===== src/hdl/iprc_pkg.sv =====
// ----------------------------------------------------------------------------
// IPv4 frame receive classifier package
// Request and result types, verdict and dispatch codes, register indexes.
// ----------------------------------------------------------------------------
package iprc_pkg;

    typedef struct packed {
        logic [7:0] frame_byte;
        logic       last_byte;
    } in_req_t;

    typedef struct packed {
        logic [2:0]  verdict;
        logic [1:0]  dispatch;
        logic [7:0]  protocol_number;
        logic        is_broadcast;
        logic [5:0]  header_bytes;
        logic [15:0] payload_bytes;
        logic [31:0] source_address;
        logic [31:0] destination_address;
        logic        arp_for_us;
        logic        arp_is_req;
        logic [31:0] arp_sender_address;
    } out_res_t;

    // frame summary passed from the parser to the judge
    typedef struct packed {
        logic [15:0] length;
        logic [15:0] ether_type;
        logic [16:0] header_sum;
        logic [7:0]  version_ihl;
        logic [15:0] ip_len;
        logic [15:0] fragment_word;
        logic [7:0]  protocol_byte;
        logic [31:0] src;
        logic [31:0] dst;
        logic [15:0] arp_hw;
        logic [15:0] arp_proto;
        logic [15:0] arp_op;
    } frame_sum_t;

    typedef enum logic [2:0] {
        VERDICT_IGNORED  = 3'd0,
        VERDICT_ARP_OK   = 3'd1,
        VERDICT_ARP_BAD  = 3'd2,
        VERDICT_IP_BAD   = 3'd3,
        VERDICT_IP_FRAG  = 3'd4,
        VERDICT_NOT_OURS = 3'd5,
        VERDICT_DELIVER  = 3'd6
    } verdict_t;

    localparam logic [1:0] DISPATCH_ICMP  = 2'd0;
    localparam logic [1:0] DISPATCH_UDP   = 2'd1;
    localparam logic [1:0] DISPATCH_TCP   = 2'd2;
    localparam logic [1:0] DISPATCH_UNRCH = 2'd3;

    localparam logic [1:0] REG_LOCAL_ADDRESS = 2'd0;
    localparam logic [1:0] REG_SUBNET_MASK   = 2'd1;
    localparam logic [1:0] REG_LOOPBACK_MODE = 2'd2;

    localparam logic [15:0] ETHERTYPE_IPV4 = 16'h0800;
    localparam logic [15:0] ETHERTYPE_ARP  = 16'h0806;
    localparam logic [15:0] FRAG_MASK      = 16'h3fff;

endpackage


===== src/hdl/iprc_parser.sv =====
// ----------------------------------------------------------------------------
// IPv4 frame receive classifier byte parser
// Places each byte, captures header fields, folds the IPv4 header checksum,
// and pushes a frame summary on the last byte.
// ----------------------------------------------------------------------------
module iprc_parser (
    input  logic                 aclk,
    input  logic                 aresetn,
    input  logic                 s_valid,
    output logic                 s_ready,
    input  iprc_pkg::in_req_t    s_data,
    output logic                 sum_valid,
    input  logic                 sum_ready,
    output iprc_pkg::frame_sum_t sum_data
);
    import iprc_pkg::*;

    frame_sum_t f_reg, f_next;
    logic       busy_reg, busy_next;
    logic [7:0] held_reg, held_next;
    frame_sum_t out_reg, out_next;

    logic        take;
    logic [15:0] o;
    logic [7:0]  v;
    logic [5:0]  hl;
    logic [16:0] s;

    assign s_ready   = !busy_reg || sum_ready;
    assign take      = s_valid && s_ready;
    assign sum_valid = busy_reg;
    assign sum_data  = out_reg;

    always_comb begin
        f_next    = f_reg;
        held_next = held_reg;
        busy_next = busy_reg && !sum_ready;
        out_next  = out_reg;
        v  = s_data.frame_byte;
        o  = f_reg.length - 16'd14;
        hl = {f_reg.version_ihl[3:0], 2'b00};
        s  = 17'd0;
        if (take) begin
            if (f_reg.length == 16'd12) begin
                f_next.ether_type = {v, 8'h00};
            end else if (f_reg.length == 16'd13) begin
                f_next.ether_type = {f_reg.ether_type[15:8], v};
            end else if (f_reg.length >= 16'd14 && f_reg.length != 16'hffff) begin
                if (f_reg.ether_type == ETHERTYPE_IPV4) begin
                    if (o == 16'd0) f_next.version_ihl = v;
                    else if (o == 16'd2) f_next.ip_len = {v, 8'h00};
                    else if (o == 16'd3) f_next.ip_len[7:0] = v;
                    else if (o == 16'd6) f_next.fragment_word = {v, 8'h00};
                    else if (o == 16'd7) f_next.fragment_word[7:0] = v;
                    else if (o == 16'd9) f_next.protocol_byte = v;
                    else if (o >= 16'd12 && o <= 16'd15) f_next.src = {f_reg.src[23:0], v};
                    else if (o >= 16'd16 && o <= 16'd19) f_next.dst = {f_reg.dst[23:0], v};
                    if (o < 16'd60) begin
                        if (!o[0]) begin
                            held_next = v;
                        end else if (o < {10'd0, hl}) begin
                            s = f_reg.header_sum + {1'b0, held_reg, v};
                            if (s[16]) s = {1'b0, s[15:0]} + 17'd1;
                            f_next.header_sum = s;
                        end
                    end
                end else if (f_reg.ether_type == ETHERTYPE_ARP) begin
                    if (o == 16'd0) f_next.arp_hw = {v, 8'h00};
                    else if (o == 16'd1) f_next.arp_hw[7:0] = v;
                    else if (o == 16'd2) f_next.arp_proto = {v, 8'h00};
                    else if (o == 16'd3) f_next.arp_proto[7:0] = v;
                    else if (o == 16'd6) f_next.arp_op = {v, 8'h00};
                    else if (o == 16'd7) f_next.arp_op[7:0] = v;
                    else if (o >= 16'd14 && o <= 16'd17) f_next.src = {f_reg.src[23:0], v};
                    else if (o >= 16'd24 && o <= 16'd27) f_next.dst = {f_reg.dst[23:0], v};
                end
            end
            if (f_reg.length != 16'hffff) f_next.length = f_reg.length + 16'd1;
            if (s_data.last_byte) begin
                out_next  = f_next;
                busy_next = 1'b1;
                f_next    = '0;
                held_next = 8'd0;
            end
        end
    end

    always_ff @(posedge aclk) begin
        if (!aresetn) begin
            f_reg    <= '0;
            held_reg <= 8'd0;
            busy_reg <= 1'b0;
        end else begin
            f_reg    <= f_next;
            held_reg <= held_next;
            busy_reg <= busy_next;
        end
        out_reg <= out_next;
    end
endmodule


===== src/hdl/iprc_judge.sv =====
// ----------------------------------------------------------------------------
// IPv4 frame receive classifier judge
// Turns a frame summary into one verdict and holds it in the result register.
// ----------------------------------------------------------------------------
module iprc_judge (
    input  logic                 aclk,
    input  logic                 aresetn,
    input  logic [31:0]          local_address,
    input  logic [31:0]          subnet_mask,
    input  logic                 loopback_mode,
    input  logic                 sum_valid,
    output logic                 sum_ready,
    input  iprc_pkg::frame_sum_t sum_data,
    output logic                 m_valid,
    input  logic                 m_ready,
    output iprc_pkg::out_res_t   m_data
);
    import iprc_pkg::*;

    logic     valid_reg, valid_next;
    out_res_t res_reg, res_next;
    out_res_t r;
    logic [15:0] body;
    logic [5:0]  hl;
    logic        bcast, ours;

    assign sum_ready = !valid_reg || m_ready;
    assign m_valid   = valid_reg;
    assign m_data    = res_reg;

    always_comb begin
        r     = '0;
        body  = sum_data.length - 16'd14;
        hl    = {sum_data.version_ihl[3:0], 2'b00};
        bcast = sum_data.dst == 32'hffffffff ||
                (subnet_mask != 32'd0 && (sum_data.dst | subnet_mask) == 32'hffffffff);
        ours  = (local_address != 32'd0 && sum_data.dst == local_address) || bcast ||
                loopback_mode || (local_address == 32'd0 && sum_data.protocol_byte == 8'd17);
        if (sum_data.length < 16'd14) begin
            r.verdict = VERDICT_IGNORED;
        end else if (sum_data.ether_type == ETHERTYPE_ARP) begin
            if (body < 16'd28 || sum_data.arp_hw != 16'd1 ||
                sum_data.arp_proto != ETHERTYPE_IPV4) begin
                r.verdict = VERDICT_ARP_BAD;
            end else begin
                r.verdict            = VERDICT_ARP_OK;
                r.arp_for_us         = local_address != 32'd0 && sum_data.dst == local_address;
                r.arp_is_req         = sum_data.arp_op == 16'd1;
                r.arp_sender_address = sum_data.src;
            end
        end else if (sum_data.ether_type == ETHERTYPE_IPV4) begin
            if (body < 16'd20 || sum_data.version_ihl[7:4] != 4'd4 || hl < 6'd20 ||
                sum_data.ip_len < {10'd0, hl} || sum_data.ip_len > body ||
                sum_data.header_sum != 17'h0ffff) begin
                r.verdict = VERDICT_IP_BAD;
            end else begin
                r.protocol_number     = sum_data.protocol_byte;
                r.is_broadcast        = bcast;
                r.header_bytes        = hl;
                r.payload_bytes       = sum_data.ip_len - {10'd0, hl};
                r.source_address      = sum_data.src;
                r.destination_address = sum_data.dst;
                if ((sum_data.fragment_word & FRAG_MASK) != 16'd0) begin
                    r.verdict = VERDICT_IP_FRAG;
                end else if (!ours) begin
                    r.verdict = VERDICT_NOT_OURS;
                end else begin
                    r.verdict = VERDICT_DELIVER;
                    unique case (sum_data.protocol_byte)
                        8'd1:    r.dispatch = DISPATCH_ICMP;
                        8'd17:   r.dispatch = DISPATCH_UDP;
                        8'd6:    r.dispatch = DISPATCH_TCP;
                        default: r.dispatch = DISPATCH_UNRCH;
                    endcase
                end
            end
        end
        valid_next = valid_reg && !m_ready;
        res_next   = res_reg;
        if (sum_valid && sum_ready) begin
            valid_next = 1'b1;
            res_next   = r;
        end
    end

    always_ff @(posedge aclk) begin
        if (!aresetn) begin
            valid_reg <= 1'b0;
        end else begin
            valid_reg <= valid_next;
        end
        res_reg <= res_next;
    end
endmodule


===== src/hdl/ipv4_frame_receive_classifier.sv =====
// ----------------------------------------------------------------------------
// IPv4 frame receive classifier
// Last byte: summary goes to parser out_reg, then verdict to judge res_reg.
// Throughput: one byte per cycle unless the parser's summary is not taken.
// Parser holds one frame summary, judge one result; each stalls when full.
// Reset: synchronous active-low aresetn clears frame state, valid flags and config.
// ----------------------------------------------------------------------------
module ipv4_frame_receive_classifier (
    input  logic               aclk,
    input  logic               aresetn,
    input  logic               s_valid,
    output logic               s_ready,
    input  iprc_pkg::in_req_t  s_data,
    output logic               m_valid,
    input  logic               m_ready,
    output iprc_pkg::out_res_t m_data,
    input  logic               cfg_we,
    input  logic [1:0]         cfg_index,
    input  logic [31:0]        cfg_data
);
    import iprc_pkg::*;

    logic [31:0] local_reg, mask_reg;
    logic        loop_reg;
    logic        sum_valid, sum_ready;
    frame_sum_t  sum_data;

    always_ff @(posedge aclk) begin
        if (!aresetn) begin
            local_reg <= 32'd0;
            mask_reg  <= 32'd0;
            loop_reg  <= 1'b0;
        end else if (cfg_we) begin
            if (cfg_index == REG_LOCAL_ADDRESS) local_reg <= cfg_data;
            if (cfg_index == REG_SUBNET_MASK)   mask_reg  <= cfg_data;
            if (cfg_index == REG_LOOPBACK_MODE) loop_reg  <= cfg_data[0];
        end
    end

    iprc_parser u_parser (
        .aclk(aclk), .aresetn(aresetn),
        .s_valid(s_valid), .s_ready(s_ready), .s_data(s_data),
        .sum_valid(sum_valid), .sum_ready(sum_ready), .sum_data(sum_data)
    );

    iprc_judge u_judge (
        .aclk(aclk), .aresetn(aresetn),
        .local_address(local_reg), .subnet_mask(mask_reg), .loopback_mode(loop_reg),
        .sum_valid(sum_valid), .sum_ready(sum_ready), .sum_data(sum_data),
        .m_valid(m_valid), .m_ready(m_ready), .m_data(m_data)
    );
endmodule

===== config.mk =====
export PLATFORM = sky130hd
export DESIGN_NAME = ipv4_frame_receive_classifier
export DESIGN_NICKNAME = d
export VERILOG_FILES = /design/src/hdl/iprc_pkg.sv /design/src/hdl/iprc_parser.sv /design/src/hdl/iprc_judge.sv /design/src/hdl/ipv4_frame_receive_classifier.sv
export SDC_FILE = /design/constraint.sdc
export NUM_CORES = 1
export LEC_CHECK = 0
export CORE_MARGIN = 2
export CORE_UTILIZATION = 45
export CTS_CLUSTER_SIZE = 10
export DETAILED_ROUTE_END_ITERATION = 8
export DONT_BUFFER_PORTS = 1
export PLACE_DENSITY = 0.65
export SYNTH_ARGS = -nofsm -noshare
export SYNTH_HDL_FRONTEND = slang
export SYNTH_SLANG_ARGS = --single-unit
export TNS_END_PERCENT = 5

===== constraint.sdc =====
create_clock -name aclk -period 16.6 [get_ports aclk]
set_clock_uncertainty 0.2 [all_clocks]
set_input_delay 0 -clock aclk [delete_from_list [all_inputs] [get_ports aclk]]
set_output_delay 0 -clock aclk [all_outputs]
set_load 0.1 [all_outputs]

==> impl_metrics.yaml, run 1 <==
logic_synthesis:
  synth_area_um2: 27200
  yosys.area.top_type: "edfxtp_1"
  synth_area_leaders: "edfxtp_1 (37%), dfxtp_1 (21%), nand2_1 (5.4%)"
  yosysUniqueCellTypes: 81
  synth-seq-area-share_pct: 58.2
  yosysMostFrequentCell: "nand2_1"
  synthArstFlopShare_pct: 0
  synth_common_cells: "nand2_1 (388), edfxtp_1 (339), dfxtp_1 (282)"
  yosysTopAreaCellShare_pct: 37.4
  synth_edf_count: 339
  yosys_warnings: 0
  postSynthAreaPerCell_um2: 10.9
  synth_flop_cell: "edfxtp_1"
  ys_ff_latch: 621
  synthCells: 2502
route:
  wirelength_um: 73800
  post_drt_wl_per_cell_um: 21.5
  drt_iter0_markers: 2001
  drc_errors: 0
  ant_nets: 0
  vias: 20288
  avgViaCountPerCell: 5.90
  dr.pass1.iters: 5
die:
  fp.dieH_um: 250
  die_area_um2: 62500
  coreArea_um2: 60000
  initial_utilization_pct: 45.3
  die_w_um: 250
  io_pins: 184
  rows: 90
timing:
  finalSetupViolations: 0
  slew_headroom_pct: 18.7
  period_share_pct: 31.9
  worst_pin_slew_ns: 1.20
  max_freq_mhz: 189
  slew_violations: 0
  setup_tns_ns: 0
  rsz0062_at_grt: "false"
  hold_viol_final: 0
  finalCriticalPeriod_ns: 5.30
worst_setup_path:
  critical_path_peak_fanout: 77
  path_class: "flop to flop"
  crit_slowest_cell: "nor3_1"
  end_kind: "flop"
  r2r_cells: 13
  cp.depth: 13
  crit_family: "simple AND/OR/NAND/NOR gates"
  cp.arrival_ns: 5.55
  worstSetupStartpoint: "u_parser.sum_data[202]"
  cp-endpoint: "u_judge.m_data[102]"
  slowest_delay_ns: 0.61
  crit_required_ns: 16.85
  critical_path_buf_inv_count: 2
  rr_startpoint: "u_parser.sum_data[202]"
  r2r_setup_slack_ns: 11.30
  crit_chain: "nor3_1, nand2_1, or4_1, and2_1, ha_1, and4_1, nand3_1, or4_1, a221oi_4, buf_4, and2_1, inv_2, nor3_1"
  worstReg2RegEnd: "u_judge.m_data[102]"
  cp-start-kind: "flop"
place:
  placed_cell_area_um2: 27800
  place_congestion: 0.912
  dpl.hpwl_um: 47400
  port_buffers: 0
cells_and_area:
  layout-drive-gt1-share_pct: 9.72
  stdcell_area_um2: 31600
  final_nets: 2694
  syn2layout_area_growth_pct: 16.0
  fill_cells: 5155
  final_core_util_pct: 52.6
pwr:
  p_sw_share_pct: 23.6
  powerDensity_nw_per_um2: 106
  p_leak_nw: 11.7
  p_sw_w: 0.000793
  p_clk_share_pct: 44.4
  p_seq_share_pct: 51.5
  irDropWorstVdd_mv: 0.0634
  p_int_w: 0.00256
  p_comb_share_pct: 4.2
grt:
  grt_use_total_pct: 23.2
  grt_pass1_vias: 19623
  grt_pass1_wl_um: 114000
  grt_antenna_before_repair: 4
  grt_max_degree: 144
  overflow: 0
status:
  status: "complete, no violations"
clocking:
  clk_pin_slew_worst_paths_ns: 0.06
  cts_tree: "yes"
  clock_sinks: 621
  cts-root-buf: "clkbuf_16"
  insertion_delay_ns: 0.60
  cts_buffers: 73
  ctsHtreeMaxLevel: 3
  clock_path_buffers: 3
  cts_resized: 0
job:
  max-cap-violations: 0
hold_path:
  hold_path_class: "input port to flop"
[cell type report]
class | count | area [um2] | share of cell area [%]
Antenna cell | 3 | 7.51 | 0.0238
Clock buffer | 126 | 2090 | 6.62
Clock inverter | 6 | 114 | 0.361
Inverter | 38 | 151 | 0.480
Multi-Input combinational cell | 1695 | 10700 | 33.9
Sequential cell | 621 | 15800 | 50.1
Tap cell | 782 | 978 | 3.10
Timing Repair Buffer | 167 | 1690 | 5.36
[worst min-delay path by stage]
stage | from | to | cells past startpoint
after floorplan | s_data[1] | u_parser.f_reg[8] | 1
after global placement | cfg_data[17] | local_reg[17] | 2
after detailed placement | cfg_data[27] | mask_reg[27] | 2
after CTS | aresetn | u_parser.f_reg[60] | 2
after global routing | aresetn | u_parser.f_reg[74] | 2
final | aresetn | u_parser.f_reg[74] | 2
[cells in the final DEF (no fill, tap or decap), drive strengths merged, types with 54 or more instances in the layout]
cell	instances
mux2	112
a21oi	116
xor2	58
nor2	141
clkbuf	126
nand2	389
nor4	54
edfxtp	339
a22o	96
and3	91
o21ai	117
dfxtp	282
nand3	55
dlygate4sd3	140
[power groups by stage]
stage / Combinational (W) / Sequential (W) / Clock, W
6_report: 0.000140 / 0.00173 / 0.00149
5_1_grt: 0.000150 / 0.00173 / 0.00158
4_1_cts: 0.000137 / 0.00173 / 0.00151
3_5_place_dp: 0.0000984 / 0.00176 / 0
3_3_place_gp: 0.0000965 / 0.00176 / 0
2_1_floorplan: 0.0000774 / 0.00176 / 0
[worst register-to-register path: cells and delay by family, from the launching register on]
family,cells,cell delay (ns)
AND/OR/NAND/NOR,9,3.09
buffers and inverters,2,0.76
AO/OA/AOI/OAI,1,0.38
flip-flops,1,0.45
adder cells (fa/ha/maj),1,0.28
[layer usage]
metal	vias to the layer above	track usage (%)	wire length, um
li1	9367	-	-
met1	9971	31.9	32400
met5	-	0	21
met2	781	36.9	34300
met3	165	4.19	4940
met4	4	8.04	2100
[metrics by stage]
step	instances	power, W	setup WS (ns)	hold slack [ns]
global placement	3156	0.00186	11.50	-0.0614
detailed placement	3156	0.00186	11.32	-0.0568
CTS	3435	0.00338	11.33	0.0133
finish	3438	0.00336	11.30	0.0425
global route	3435	0.00346	10.94	0.0671
floorplan	2503	0.00183	8.97	-0.0743
[logic make-up after synthesis]
| group | synth area share (%) |
|---|---|
| AOI/OAI and AO/OA | 12.2 |
| other | 0.0138 |
| muxes | 4.78 |
| buffers and inverters | 2.69 |
| and+or+nand+nor | 16.7 |
| xor gates and xnor gates | 3.15 |
| DFF | 58.2 |
| adders and majority gates | 2.35 |
[timing repair]
action / 4_1_cts / 5_1_grt
endpoints found under the hold margin: 363 / 0
endpoints found under the setup margin: 0 / 0
hold buffers: 147 / 0
buffers inserted: 0 / 0
Power figures use the tool's default switching activity.
==> run 2, diff against run 1 <==
Clock period 16.6 ns to 5.25 ns, I/O delays scaled along.
==> impl_metrics.yaml, run 2 (synthesized netlist as in run 1, its figures left out) <==
place:
  place_congestion: 0.926
  dpl.hpwl_um: 47800
  pre_cts_ws_ns: 0.602
  port_buffers: 0
  placed_cell_area_um2: 28000
  dp.cells: 3173
cells_and_area:
  syn2layout_area_growth_pct: 16.2
  mostFrequentLayoutCells: "nand2_1 (387), edfxtp_1 (339), dfxtp_1 (282), nor2_1 (139), dlygate4sd3_1 (132)"
  multi_input_area_um2: 10700
  final_nets: 2705
  final_common_cell: "nand2_1"
  final-seq-area_um2: 15800
  stdcell_area_um2: 31600
  final_cell_count_no_fill: 3449
  fill_cells: 5136
  layout-drive-gt1-share_pct: 10.4
route:
  dr.pass1.iters: 6
  drc_errors: 0
  post_drt_wl_per_cell_um: 21.5
  drt_iter0_markers: 2046
  avgViaCountPerCell: 5.87
  ant_nets: 0
  vias: 20235
  wirelength_um: 74100
worst_setup_path:
  worstReg2RegEnd: "u_parser.f_reg[115]"
  cp.arrival_ns: 4.98
  cp-endpoint: "u_parser.f_reg[115]"
  end_kind: "flop"
  rr_startpoint: "u_parser.f_reg[193]"
  cp-start-kind: "flop"
  worstSetupStartpoint: "u_parser.f_reg[193]"
  critical_path_peak_fanout: 12
  slowest_delay_ns: 0.72
  crit_chain: "inv_1, ha_1, or2_2, nand2_1, a21oi_1, nor2_1, nand3_1, nor2_1, a21oi_1, nor2_1, o22ai_1, dlygate4sd3_1"
  path_class: "flop to flop"
  r2r_setup_slack_ns: 0.57
  r2r_cells: 12
  crit_top_cell: "nor2_1"
  crit_required_ns: 5.55
  crit_slowest_cell: "dfxtp_1"
pwr:
  p_leak_nw: 11.7
  powerDensity_nw_per_um2: 334
  irDropWorstVdd_mv: 0.196
grt:
  grt_pass1_vias: 19692
  grt_antenna_before_repair: 2
  grt_use_total_pct: 23.2
  grt_max_degree: 117
  overflow: 0
  grt_pass1_wl_um: 115000
timing:
  rsz0062_at_grt: "false"
  finalCriticalPeriod_ns: 4.68
  fin_ws_ns: 0.571
  slew_headroom_pct: 23.8
  worst_pin_slew_ns: 1.14
  holdWs_ns: 0.0427
  period_share_pct: 89.1
  max_freq_mhz: 214
  slew_violations: 0
  finalSetupViolations: 0
  hold_viol_final: 0
  setup_tns_ns: 0
die:
  die_w_um: 250
  fp.dieH_um: 250
  io_pins: 184
  coreArea_um2: 60000
  rows: 90
  die_area_um2: 62500
  initial_utilization_pct: 45.3
clocking:
  cts-root-buf: "clkbuf_16"
  cts_buffers: 73
  clock_path_buffers: 3
  insertion_delay_ns: 0.62
  ctsHtreeMaxLevel: 3
  clk_pin_slew_worst_paths_ns: 0.06
  clock_sinks: 621
  cts_tree: "yes"
hold_path:
  hold_path_class: "input port to flop"
job:
  max-cap-violations: 0
status:
  status: "complete, no violations"
run 2: metrics by stage:
step	utilization [%]	power (W)
after floorplan	-	0.00579
after global placement	46.6	0.00588
after detailed placement	46.6	0.00589
after CTS	52.7	0.0106
after global routing	52.7	0.0109
final	52.7	0.0106
run 2: worst min-delay path by stage:
stage | cells past startpoint | slack (ns) | startpoint | endpoint
global placement | 2 | -0.06 | cfg_data[19] | mask_reg[19]
floorplan | 1 | -0.07 | s_data[1] | u_parser.f_reg[8]
CTS | 3 | 0.004 | cfg_index[0] | local_reg[26]
finish | 4 | 0.04 | cfg_we | loop_reg
detailed placement | 1 | -0.06 | s_data[1] | u_parser.f_reg[8]
global route | 4 | 0.04 | cfg_we | loop_reg
run 2: repair_timing:
| item | CTS | global route |
|---|---|---|
| setup buffers | 0 | 0 |
| endpoints found under the hold margin | 431 | 0 |
| endpoints found under the setup margin | 0 | 0 |
| hold buffers | 140 | 0 |
| gates resized for setup | 0 | 0 |
run 2: report_power, final:
part / internal [W] / switching [W]
sequential: 0.00521 / 0.000259
clock: 0.00268 / 0.00196
combinational: 0.000148 / 0.000302
run 2: cell type report:
| cell class | count | share of cell area [%] |
|---|---|---|
| Clock buffer | 126 | 6.54 |
| Clock inverter | 8 | 0.309 |
| Sequential cell | 621 | 50.0 |
| Tap cell | 782 | 3.09 |
| Timing Repair Buffer | 178 | 5.69 |
| Inverter | 38 | 0.479 |
| Multi-Input combinational cell | 1695 | 33.8 |
| Antenna cell | 1 | 0.00791 |
run 2: critical path, delay by kind of cell, from the launching register on:
family	cells	cell delay [ns]
adders and majority gates	1	0.34
AOI/OAI and AO/OA	3	0.36
and+or+nand+nor	6	2.12
buffers and inverters	2	0.80
DFF	1	0.72
run 2: routing by layer:
metal	up-vias	GRT usage (%)	wire [um]
met3	160	3.93	5180
li1	9380	-	-
met2	807	37.6	34700
met1	9886	31.2	31900
met5	-	0	15
met4	2	8.66	2330
